==> src/sv/assert_macros.svh <==
// ----------------------------------------------------------------------------
// Assertion macros
// Concurrent assertion wrappers shared by the RTL; empty for synthesis.
// ----------------------------------------------------------------------------
`ifndef ASSERT_MACROS_SVH
`define ASSERT_MACROS_SVH

`ifndef SYNTHESIS
// check that prop holds at every clock edge outside reset
`define ASSERT_PROP(lbl, clk, rstn, prop) \
  lbl: assert property (@(posedge clk) disable iff (!rstn) (prop)) \
    else $error("assertion failed");
// check that cond never holds outside reset
`define ASSERT_NEVER(lbl, clk, rstn, cond) \
  lbl: assert property (@(posedge clk) disable iff (!rstn) !(cond)) \
    else $error("forbidden condition seen");
`else
`define ASSERT_PROP(lbl, clk, rstn, prop)
`define ASSERT_NEVER(lbl, clk, rstn, cond)
`endif

`endif

==> src/sv/cts_pkg.sv <==
`timescale 1ns / 1ps
`default_nettype none
// ----------------------------------------------------------------------------
// Counter to system time sync package
// Widths, constants and shared types for the sync core.
// ----------------------------------------------------------------------------
package cts_pkg;

  localparam int CHANNEL_COUNT_DEF = 2;

  localparam int CH_FIELD_W = 2;
  localparam int CNT_W      = 32;
  localparam int TIME_W     = 64;
  localparam int SLOPE_W    = 48;
  localparam int NUM_W      = CNT_W + TIME_W;     // dividend / shifter width
  localparam int NINE_W     = SLOPE_W + 4;        // 9 * slope
  localparam int SUM_W      = SLOPE_W + 5;        // 9 * slope + sample
  localparam int MCAND_W    = SUM_W;              // multiplicand width
  localparam int STEP_W     = 7;

  localparam logic OP_SYNC    = 1'b0;
  localparam logic OP_CONVERT = 1'b1;

  localparam logic [SLOPE_W-1:0] SLOPE_ONE = 48'h0001_0000_0000;
  localparam logic [SLOPE_W-1:0] SLOPE_SAT = 48'hFFFF_FFFF_FFFF;
  localparam logic [CNT_W-1:0]   HALF_WRAP = 32'h8000_0000;
  // ceil(2^56 / 10): (x * RECIP_TEN) >> 56 is x / 10 for any x below 2^54
  localparam logic [MCAND_W-1:0] RECIP_TEN = 53'h19_9999_9999_999A;

  localparam logic [STEP_W-1:0] DIV_STEPS_RATIO  = 7'd96;
  localparam logic [STEP_W-1:0] MUL_STEPS_SMOOTH = 7'd56;
  localparam logic [STEP_W-1:0] MUL_STEPS        = 7'd32;

  typedef enum logic {
    AOP_DIV,
    AOP_MUL
  } arith_op_e;

  typedef enum logic [2:0] {
    ST_IDLE,
    ST_DECIDE,
    ST_DIV_WAIT,
    ST_SMOOTH_WAIT,
    ST_MUL_WAIT,
    ST_DONE
  } state_e;

  typedef struct packed {
    logic               start;
    arith_op_e          op;
    logic [STEP_W-1:0]  steps;
    logic [NUM_W-1:0]   num;    // dividend MSB aligned, multiplier LSB aligned
    logic [CNT_W-1:0]   den;
    logic [MCAND_W-1:0] mcand;
  } arith_cmd_t;

  typedef struct packed {
    logic busy;
    logic done;
  } arith_sts_t;

  typedef struct packed {
    logic               ready;
    logic [CNT_W-1:0]   last_cnt;
    logic [TIME_W-1:0]  last_sys;
    logic [CNT_W-1:0]   wrap;
    logic [SLOPE_W-1:0] slope;
  } rec_t;

  typedef struct packed {
    logic               pt_we;     // last_cnt, last_sys, ready
    logic               wrap_we;
    logic               slope_we;
    logic [CNT_W-1:0]   last_cnt;
    logic [TIME_W-1:0]  last_sys;
    logic [CNT_W-1:0]   wrap;
    logic [SLOPE_W-1:0] slope;
  } rec_wr_t;

endpackage
`default_nettype wire

==> src/sv/cts_arith.sv <==
`timescale 1ns / 1ps
`default_nettype none
`include "assert_macros.svh"
// ----------------------------------------------------------------------------
// Shared shift arithmetic unit
// Restoring divider and shift-add multiplier, one bit per cycle. The
// multiplier keeps only the high part: after n steps it holds a * b / 2^n.
// ----------------------------------------------------------------------------
module cts_arith (
  input  logic                          clk_i,
  input  logic                          rst_ni,
  input  cts_pkg::arith_cmd_t           cmd_i,
  output cts_pkg::arith_sts_t           sts_o,
  output logic [cts_pkg::SLOPE_W-1:0]   result_o
);
  import cts_pkg::*;

  logic               busy_q, busy_d;
  logic               done_q, done_d;
  logic [STEP_W-1:0]  step_q, step_d;
  arith_op_e          op_q;
  logic [NUM_W-1:0]   num_q;
  logic [CNT_W-1:0]   den_q;
  logic [CNT_W-1:0]   rem_q;
  logic [SLOPE_W-1:0] quo_q;
  logic               sat_q;
  logic [MCAND_W-1:0] hi_q;
  logic [MCAND_W-1:0] mcand_q;

  logic [CNT_W:0]     rem_ext;
  logic [CNT_W:0]     rem_sub;
  logic               rem_ge;
  logic [MCAND_W:0]   hi_sum;
  logic               load;

  assign load     = cmd_i.start && !busy_q;
  assign rem_ext  = {rem_q, num_q[NUM_W-1]};
  assign rem_ge   = rem_ext >= {1'b0, den_q};
  assign rem_sub  = rem_ext - {1'b0, den_q};
  assign hi_sum   = {1'b0, hi_q} + (num_q[0] ? {1'b0, mcand_q} : '0);

  always_comb begin
    busy_d = busy_q;
    done_d = 1'b0;
    step_d = step_q;
    if (load) begin
      busy_d = 1'b1;
      step_d = cmd_i.steps;
    end else if (busy_q) begin
      step_d = step_q - 1'b1;
      if (step_q == STEP_W'(1)) begin
        busy_d = 1'b0;
        done_d = 1'b1;
      end
    end
  end

  always_ff @(posedge clk_i or negedge rst_ni) begin
    if (!rst_ni) begin
      busy_q <= 1'b0;
      done_q <= 1'b0;
      step_q <= '0;
    end else begin
      busy_q <= busy_d;
      done_q <= done_d;
      step_q <= step_d;
    end
  end

  always_ff @(posedge clk_i) begin
    if (load) begin
      op_q    <= cmd_i.op;
      num_q   <= cmd_i.num;
      den_q   <= cmd_i.den;
      mcand_q <= cmd_i.mcand;
      rem_q   <= '0;
      quo_q   <= '0;
      sat_q   <= 1'b0;
      hi_q    <= '0;
    end else if (busy_q) begin
      if (op_q == AOP_DIV) begin
        num_q <= {num_q[NUM_W-2:0], 1'b0};
        rem_q <= rem_ge ? rem_sub[CNT_W-1:0] : rem_ext[CNT_W-1:0];
        quo_q <= {quo_q[SLOPE_W-2:0], rem_ge};
        // a quotient bit pushed past the top means the ratio is out of range
        sat_q <= sat_q | quo_q[SLOPE_W-1];
      end else begin
        // take multiplier bits LSB first, drop the low product bits
        num_q <= {1'b0, num_q[NUM_W-1:1]};
        hi_q  <= hi_sum[MCAND_W:1];
      end
    end
  end

  assign sts_o.busy = busy_q;
  assign sts_o.done = done_q;
  assign result_o   = (op_q == AOP_DIV) ? (sat_q ? SLOPE_SAT : quo_q)
                                        : hi_q[SLOPE_W-1:0];

  `ASSERT_NEVER(a_start_while_busy, clk_i, rst_ni, cmd_i.start && busy_q)
  `ASSERT_PROP(a_rem_below_den, clk_i, rst_ni, (busy_q && op_q == AOP_DIV) |-> (rem_q < den_q))
  `ASSERT_PROP(a_done_ends_run, clk_i, rst_ni, done_q |-> ($past(busy_q) && !busy_q))

endmodule
`default_nettype wire

==> src/sv/cts_rec.sv <==
`timescale 1ns / 1ps
`default_nettype none
// ----------------------------------------------------------------------------
// Channel sync records
// Per-channel last sync point, wrap count, smoothed slope and ready flag.
// ----------------------------------------------------------------------------
module cts_rec #(
  parameter int CHANNEL_COUNT = cts_pkg::CHANNEL_COUNT_DEF,
  parameter int CH_W          = (CHANNEL_COUNT > 1) ? $clog2(CHANNEL_COUNT) : 1
) (
  input  logic             clk_i,
  input  logic             rst_ni,
  input  logic [CH_W-1:0]  idx_i,
  input  cts_pkg::rec_wr_t wr_i,
  output cts_pkg::rec_t    rec_o
);
  import cts_pkg::*;

  logic               ready_q    [CHANNEL_COUNT];
  logic [CNT_W-1:0]   last_cnt_q [CHANNEL_COUNT];
  logic [TIME_W-1:0]  last_sys_q [CHANNEL_COUNT];
  logic [CNT_W-1:0]   wrap_q     [CHANNEL_COUNT];
  logic [SLOPE_W-1:0] slope_q    [CHANNEL_COUNT];

  always_ff @(posedge clk_i or negedge rst_ni) begin
    if (!rst_ni) begin
      for (int i = 0; i < CHANNEL_COUNT; i++) begin
        ready_q[i]    <= 1'b0;
        last_cnt_q[i] <= '0;
        last_sys_q[i] <= '0;
        wrap_q[i]     <= '0;
        slope_q[i]    <= SLOPE_ONE;
      end
    end else begin
      for (int i = 0; i < CHANNEL_COUNT; i++) begin
        if (idx_i == CH_W'(i)) begin
          if (wr_i.pt_we) begin
            ready_q[i]    <= 1'b1;
            last_cnt_q[i] <= wr_i.last_cnt;
            last_sys_q[i] <= wr_i.last_sys;
          end
          if (wr_i.wrap_we) begin
            wrap_q[i] <= wr_i.wrap;
          end
          if (wr_i.slope_we) begin
            slope_q[i] <= wr_i.slope;
          end
        end
      end
    end
  end

  assign rec_o.ready    = ready_q[idx_i];
  assign rec_o.last_cnt = last_cnt_q[idx_i];
  assign rec_o.last_sys = last_sys_q[idx_i];
  assign rec_o.wrap     = wrap_q[idx_i];
  assign rec_o.slope    = slope_q[idx_i];

endmodule
`default_nettype wire

==> src/sv/counter_to_system_time_sync_core.sv <==
`timescale 1ns / 1ps
`default_nettype none
`include "assert_macros.svh"
// ----------------------------------------------------------------------------
// Counter to system time sync core
// Maps 32-bit timebase counter samples to 64-bit system time per channel.
// ----------------------------------------------------------------------------
// One word at a time passes through a small sequencer around a single shared
// bit-serial divide/multiply unit. A sync word on a ready channel with a
// changed counter runs 96 divide steps for the Q16.32 sample ratio, then 56
// shift-add steps that multiply by a reciprocal of ten for the smoothing
// filter. A convert word on a ready channel runs the 32 multiply steps of the
// slope scaling. Fallback cases, first syncs and syncs with an unchanged
// counter do not use the unit. Input is taken again as soon as the result
// has moved to the output register; a result that cannot move there because
// the output register is still full holds the input.
module counter_to_system_time_sync_core #(
  parameter int CHANNEL_COUNT = cts_pkg::CHANNEL_COUNT_DEF
) (
  input  logic         clk_i,
  input  logic         rst_ni,
  input  logic         s_axis_tvalid,
  output logic         s_axis_tready,
  input  logic [95:0]  s_axis_tdata,   // counter_value[31:0], system_time[95:32]
  input  logic [2:0]   s_axis_tuser,   // operation[0], channel[2:1]
  output logic         m_axis_tvalid,
  input  logic         m_axis_tready,
  output logic [111:0] m_axis_tdata,   // time_out[63:0], slope_out[111:64]
  output logic [0:0]   m_axis_tuser    // used_fallback[0]
);
  import cts_pkg::*;

  localparam int CH_W = (CHANNEL_COUNT > 1) ? $clog2(CHANNEL_COUNT) : 1;
  localparam logic [3:0] CH_LIMIT = 4'(CHANNEL_COUNT);

  state_e             state_q, state_d;
  logic               op_q;
  logic [CH_FIELD_W-1:0] ch_q;
  logic [CNT_W-1:0]   cnt_q;
  logic [TIME_W-1:0]  now_q;
  logic               neg_q, neg_d;
  logic [NINE_W-1:0]  nine_old_q, nine_old_d;
  logic [TIME_W-1:0]  res_time_q, res_time_d;
  logic               res_fb_q, res_fb_d;
  logic [SLOPE_W-1:0] res_slope_q, res_slope_d;
  logic               out_valid_q, out_valid_d;
  logic [TIME_W-1:0]  out_time_q, out_time_d;
  logic               out_fb_q, out_fb_d;
  logic [SLOPE_W-1:0] out_slope_q, out_slope_d;

  rec_t               rec;
  rec_wr_t            rec_wr;
  arith_cmd_t         arith_cmd;
  arith_sts_t         arith_sts;
  logic [SLOPE_W-1:0] arith_res;

  logic               accept;
  logic               ch_valid;
  logic [CNT_W-1:0]   fwd, bwd;
  logic               wrapped, gt_far, lt_far, neg;
  logic [TIME_W-1:0]  dsys;
  logic [SUM_W-1:0]   smooth_sum;
  logic [TIME_W-1:0]  scaled;

  assign accept   = s_axis_tvalid && s_axis_tready;
  assign ch_valid = {2'b00, ch_q} < CH_LIMIT;

  cts_rec #(
    .CHANNEL_COUNT (CHANNEL_COUNT),
    .CH_W          (CH_W)
  ) u_rec (
    .clk_i  (clk_i),
    .rst_ni (rst_ni),
    .idx_i  (CH_W'(ch_q)),
    .wr_i   (rec_wr),
    .rec_o  (rec)
  );

  cts_arith u_arith (
    .clk_i    (clk_i),
    .rst_ni   (rst_ni),
    .cmd_i    (arith_cmd),
    .sts_o    (arith_sts),
    .result_o (arith_res)
  );

  // counter delta both ways round the 32-bit circle
  assign fwd     = cnt_q - rec.last_cnt;
  assign bwd     = rec.last_cnt - cnt_q;
  assign wrapped = cnt_q < rec.last_cnt;
  assign gt_far  = (cnt_q > rec.last_cnt) && (fwd > HALF_WRAP);
  assign lt_far  = wrapped && (bwd > HALF_WRAP);
  assign neg     = (gt_far && (rec.wrap != '0)) || (wrapped && !lt_far);
  assign dsys    = now_q - rec.last_sys;
  assign smooth_sum = SUM_W'(nine_old_q) + SUM_W'(arith_res);
  assign scaled  = TIME_W'(arith_res);

  always_ff @(posedge clk_i or negedge rst_ni) begin
    if (!rst_ni) begin
      state_q     <= ST_IDLE;
      out_valid_q <= 1'b0;
    end else begin
      state_q     <= state_d;
      out_valid_q <= out_valid_d;
    end
  end

  always_ff @(posedge clk_i) begin
    if (accept) begin
      op_q  <= s_axis_tuser[0];
      ch_q  <= s_axis_tuser[2:1];
      cnt_q <= s_axis_tdata[31:0];
      now_q <= s_axis_tdata[95:32];
    end
    neg_q       <= neg_d;
    nine_old_q  <= nine_old_d;
    res_time_q  <= res_time_d;
    res_fb_q    <= res_fb_d;
    res_slope_q <= res_slope_d;
    out_time_q  <= out_time_d;
    out_fb_q    <= out_fb_d;
    out_slope_q <= out_slope_d;
  end

  always_comb begin
    state_d     = state_q;
    neg_d       = neg_q;
    nine_old_d  = nine_old_q;
    res_time_d  = res_time_q;
    res_fb_d    = res_fb_q;
    res_slope_d = res_slope_q;
    out_valid_d = out_valid_q && !m_axis_tready;
    out_time_d  = out_time_q;
    out_fb_d    = out_fb_q;
    out_slope_d = out_slope_q;

    rec_wr          = '0;
    rec_wr.last_cnt = cnt_q;
    rec_wr.last_sys = now_q;
    rec_wr.wrap     = rec.wrap + 1'b1;
    rec_wr.slope    = arith_res;

    arith_cmd       = '0;
    arith_cmd.op    = AOP_DIV;

    case (state_q)
      ST_IDLE: begin
        if (accept) begin
          state_d = ST_DECIDE;
        end
      end

      ST_DECIDE: begin
        res_time_d  = now_q;
        res_fb_d    = 1'b1;
        res_slope_d = rec.slope;
        nine_old_d  = NINE_W'({rec.slope, 3'b000}) + NINE_W'(rec.slope);
        neg_d       = neg;
        state_d     = ST_DONE;
        if (!ch_valid) begin
          res_slope_d = '0;
        end else if (op_q == OP_SYNC) begin
          res_fb_d      = 1'b0;
          rec_wr.pt_we  = 1'b1;
          if (rec.ready) begin
            rec_wr.wrap_we = wrapped;
            if (fwd != '0) begin
              // sample ratio dsys / dcnt in Q16.32
              arith_cmd.start = 1'b1;
              arith_cmd.op    = AOP_DIV;
              arith_cmd.steps = DIV_STEPS_RATIO;
              arith_cmd.num   = {dsys, CNT_W'(0)};
              arith_cmd.den   = fwd;
              state_d         = ST_DIV_WAIT;
            end
          end
        end else if (rec.ready) begin
          arith_cmd.start = 1'b1;
          arith_cmd.op    = AOP_MUL;
          arith_cmd.steps = MUL_STEPS;
          arith_cmd.num   = NUM_W'(neg ? bwd : fwd);
          arith_cmd.mcand = MCAND_W'(rec.slope);
          state_d         = ST_MUL_WAIT;
        end
      end

      ST_DIV_WAIT: begin
        if (arith_sts.done) begin
          // smoothed = (9 * old + sample) / 10, by the reciprocal of ten
          arith_cmd.start = 1'b1;
          arith_cmd.op    = AOP_MUL;
          arith_cmd.steps = MUL_STEPS_SMOOTH;
          arith_cmd.num   = NUM_W'(smooth_sum);
          arith_cmd.mcand = RECIP_TEN;
          state_d         = ST_SMOOTH_WAIT;
        end
      end

      ST_SMOOTH_WAIT: begin
        if (arith_sts.done) begin
          rec_wr.slope_we = 1'b1;
          res_slope_d     = arith_res;
          state_d         = ST_DONE;
        end
      end

      ST_MUL_WAIT: begin
        if (arith_sts.done) begin
          res_time_d = neg_q ? (rec.last_sys - scaled) : (rec.last_sys + scaled);
          res_fb_d   = 1'b0;
          state_d    = ST_DONE;
        end
      end

      ST_DONE: begin
        // hold until the output register is free
        if (!out_valid_q || m_axis_tready) begin
          out_valid_d = 1'b1;
          out_time_d  = res_time_q;
          out_fb_d    = res_fb_q;
          out_slope_d = res_slope_q;
          state_d     = ST_IDLE;
        end
      end

      default: begin
        state_d = ST_IDLE;
      end
    endcase
  end

  assign s_axis_tready   = (state_q == ST_IDLE);
  assign m_axis_tvalid   = out_valid_q;
  assign m_axis_tdata    = {out_slope_q, out_time_q};
  assign m_axis_tuser[0] = out_fb_q;

  `ASSERT_PROP(a_accept_unit_idle, clk_i, rst_ni, accept |-> !arith_sts.busy)
  `ASSERT_PROP(a_done_holds, clk_i, rst_ni, (state_q == ST_DONE && out_valid_q && !m_axis_tready) |=> (state_q == ST_DONE && out_valid_q))
  `ASSERT_PROP(a_unit_done_in_wait, clk_i, rst_ni, arith_sts.done |-> (state_q == ST_DIV_WAIT || state_q == ST_SMOOTH_WAIT || state_q == ST_MUL_WAIT))

endmodule
`default_nettype wire
==> config.mk <==
export PLATFORM = sky130hd
export DESIGN_NAME = counter_to_system_time_sync_core
export DESIGN_NICKNAME = d
export VERILOG_FILES = /design/src/sv/cts_pkg.sv /design/src/sv/cts_arith.sv /design/src/sv/cts_rec.sv /design/src/sv/counter_to_system_time_sync_core.sv
export VERILOG_INCLUDE_DIRS = /design/src /design/src/sv
export SDC_FILE = /design/constraint.sdc
export NUM_CORES = 2
export LEC_CHECK = 0
export BUFFER_PORTS_ARGS = -buffer_cell sky130_fd_sc_hd__buf_2
export CAP_MARGIN = 25
export CORE_UTILIZATION = 60
export DETAILED_ROUTE_END_ITERATION = 7
export HOLD_SLACK_MARGIN = 0.03
export PLACE_DENSITY = 0.77
export SKIP_LAST_GASP = 1
export SYNTH_ARGS = -nofsm -noshare
export SYNTH_HDL_FRONTEND = slang
export SYNTH_HIERARCHICAL = 1
export SYNTH_SLANG_ARGS = --single-unit
==> constraint.sdc <==
create_clock -name clk_i -period 10.55 [get_ports clk_i]
set_clock_uncertainty 0.1 [all_clocks]
set_input_delay 1.5825 -clock clk_i [delete_from_list [all_inputs] [get_ports clk_i]]
set_output_delay 1.5825 -clock clk_i [all_outputs]
set_load 0.05 [all_outputs]
==> impl_metrics.ini <==
[routing]
route.final.wire_length_um = 199000
detail_route.vias_per_cell = 6.32
drt.antenna.violating_nets = 0
drtPass1Iterations = 6
routed-via-count = 54000
drt_first_iter_violations = 5534
per_cell_routed_wire_length_um = 23.3
drc = 0

[grt]
number_of_global_route_vias_before_repair = 52100
gr-total-overflow = 0
grt_max_degree = 148
grt_antenna_before_repair = 4
grt_pass1_wl_um = 304000
grt_use_total_pct = 34.6

[worst_setup_path]
timing.critical_path.fanout_max = 99
worst_setup_path_end_kind = flop
worst_ep_arrival_time_ps = 8950
cp_data_required_time_ps = 10880
type_of_origin_of_the_critical_path = flop
critical_path_class = reg -> reg

[timing]
min_period_over_period_pct = 81.7
timing.max_slew.rel_slack_pct = 30.7
timing_worst_slew_pin_value_ps = 1040
final.setup.tns_ps = 0
clock_period_minus_final_worst_setup_slack_ps = 8620
setup_viol = 0
rsz0062_at_grt = false
final_max_slew_viol_count = 0
timing_hold_violations_final = 0
clock.fmax_mhz = 116

[clocking]
h-tree-depth = 3
tritoncts_clock_tree = built
cts.repair.resized = 0
cts_inserted_buffers = 110
ctsRootBufferMaster = clkbuf_16
numClockSinks = 1061
clk_pin_slew_worst_paths_ps = 60
worst_skew_late_latency_ps = 720
postCtsSetupBuffers = 0
max-clock-path-buffers = 3
postCtsHoldBufs = 0

[yosys]
synth-warning-count = 6
netlist_instances = 6869
synth.avg_cell_area_um2 = 9.78
mappedNetlistArea_um2 = 67200

[hold_path]
hold_path_class = reg -> reg

[pwr]
cellLeakagePower_nw = 31.7
power_per_cell_area_nw_per_um2 = 346
worst_ir_drop_on_vdd_mv = 0.222
power_mw = 25.3

[die]
pin_count = 218
die-height_um = 337
std_cell_rows = 122
die_area_um2 = 113000
die_x_um = 337
core_region_area_um2 = 111000
floorplan.initialDensity_pct = 60.6

[placed_design]
place.detailed.hpwl_um = 147000
placed_standard_cell_area_um2 = 69400
finalWeightedCongestion = 1.02
portBuffers = 217

[finish]
final_layout_size_suffix_gt1_share_pct = 14.2
fill_cells = 8822
final_area_um2 = 73100
layout.core_utilization_pct = 66.0
layout-area-overhead-vs-synth_pct = 8.86
nNetsFinal = 7449

[job]
max-cap-violations = 0

[outcome]
outcome = complete, no violations
## report_power, final
part           switching (mW)  internal [mW]
sequential              0.785           6.09
combinational            9.47           5.01
clock                    1.69           2.24
total                    11.9           13.3
## final timing paths
check	start	end	slack [ps]	cells after the start
max reg2reg	u_arith/op_q	res_time_q[61]	1930	23
min reg2reg	res_slope_q[1]	out_slope_q[1]	300	0
min	res_slope_q[1]	out_slope_q[1]	300	0
min in group asynchronous	rst_ni	u_rec/last_sys_q[105]	770	1
max	u_arith/op_q	res_time_q[61]	1930	23
max in group asynchronous	rst_ni	u_rec/last_cnt_q[44]	7430	3
## sequential cells by signal, indices dropped and copies added (netlist names), 64 cells and up
register / count
u_rec/wrap_q: 64
u_rec/last_cnt_q: 64
u_rec/slope_q: 96
out_time_q: 64
u_arith/num_q: 96
res_time_q: 64
now_q: 64
u_rec/last_sys_q: 128
## through the flow
stage / hold WS, ps / std cells / setup WS, ps
floorplan: 300 / 6873 / 1250
global placement: 301 / 8340 / 2450
detailed placement: 305 / 8341 / 2230
CTS: 308 / 8548 / 2120
global route: 320 / 8549 / 1370
finish: 296 / 8551 / 1930
## metal layers
| metal | up-vias | global-route usage [%] | wire, um |
|---|---|---|---|
| met1 | 26200 | 44.2 | 80600 |
| li1 | 25100 | - | - |
| met3 | 462 | 4.48 | 12700 |
| met2 | 2179 | 57.6 | 94500 |
| met4 | 6 | 18.0 | 11400 |
| met5 | - | 0 | 50 |
## worst max-delay path, cell delays in order (launching register included)
cell and delay, ps:
edfxtp_1 340, buf_4 670, o21ai_0 570, or4_1 690, nor4_1 640, and2_1 320
nand3b_1 250, nor2_1 270, nand2_1 200, nor3_1 720, and2_1 570, a21oi_1 170
xnor2_1 170, ha_1 410, nand4_1 150, nor4_1 380, o21ai_0 200, nand4_1 210
a31oi_1 190, o21ai_0 320, a21boi_0 170, o31ai_1 340, xnor2_1 170, o21ai_0 100
## layout make-up
class	instances	area, um2	area share, %
multi-input combinational	5203	36000	49.3
sequential	1061	28700	39.2
clock buffer	149	3120	4.26
tap	1488	1860	2.55
timing repair buffer	308	1820	2.48
inverter	282	1070	1.46
clock inverter	58	517	0.707
antenna	2	5.00	0.00685
## cell usage in the layout, fill, tap and decap left out, drive strengths merged, types with 132 or more instances in the layout
| cell type | count |
|---|---|
| nand2 | 785 |
| clkbuf | 149 |
| dfrtp | 365 |
| ha | 372 |
| edfxtp | 560 |
| nor2 | 402 |
| mux2 | 534 |
| xor2 | 132 |
| a21o | 251 |
| inv | 284 |
| dfxtp | 134 |
| a21oi | 537 |
| xnor2 | 245 |
| buf | 307 |
| o21ai | 514 |
No activity file was read; power rests on OpenSTA's default activity.
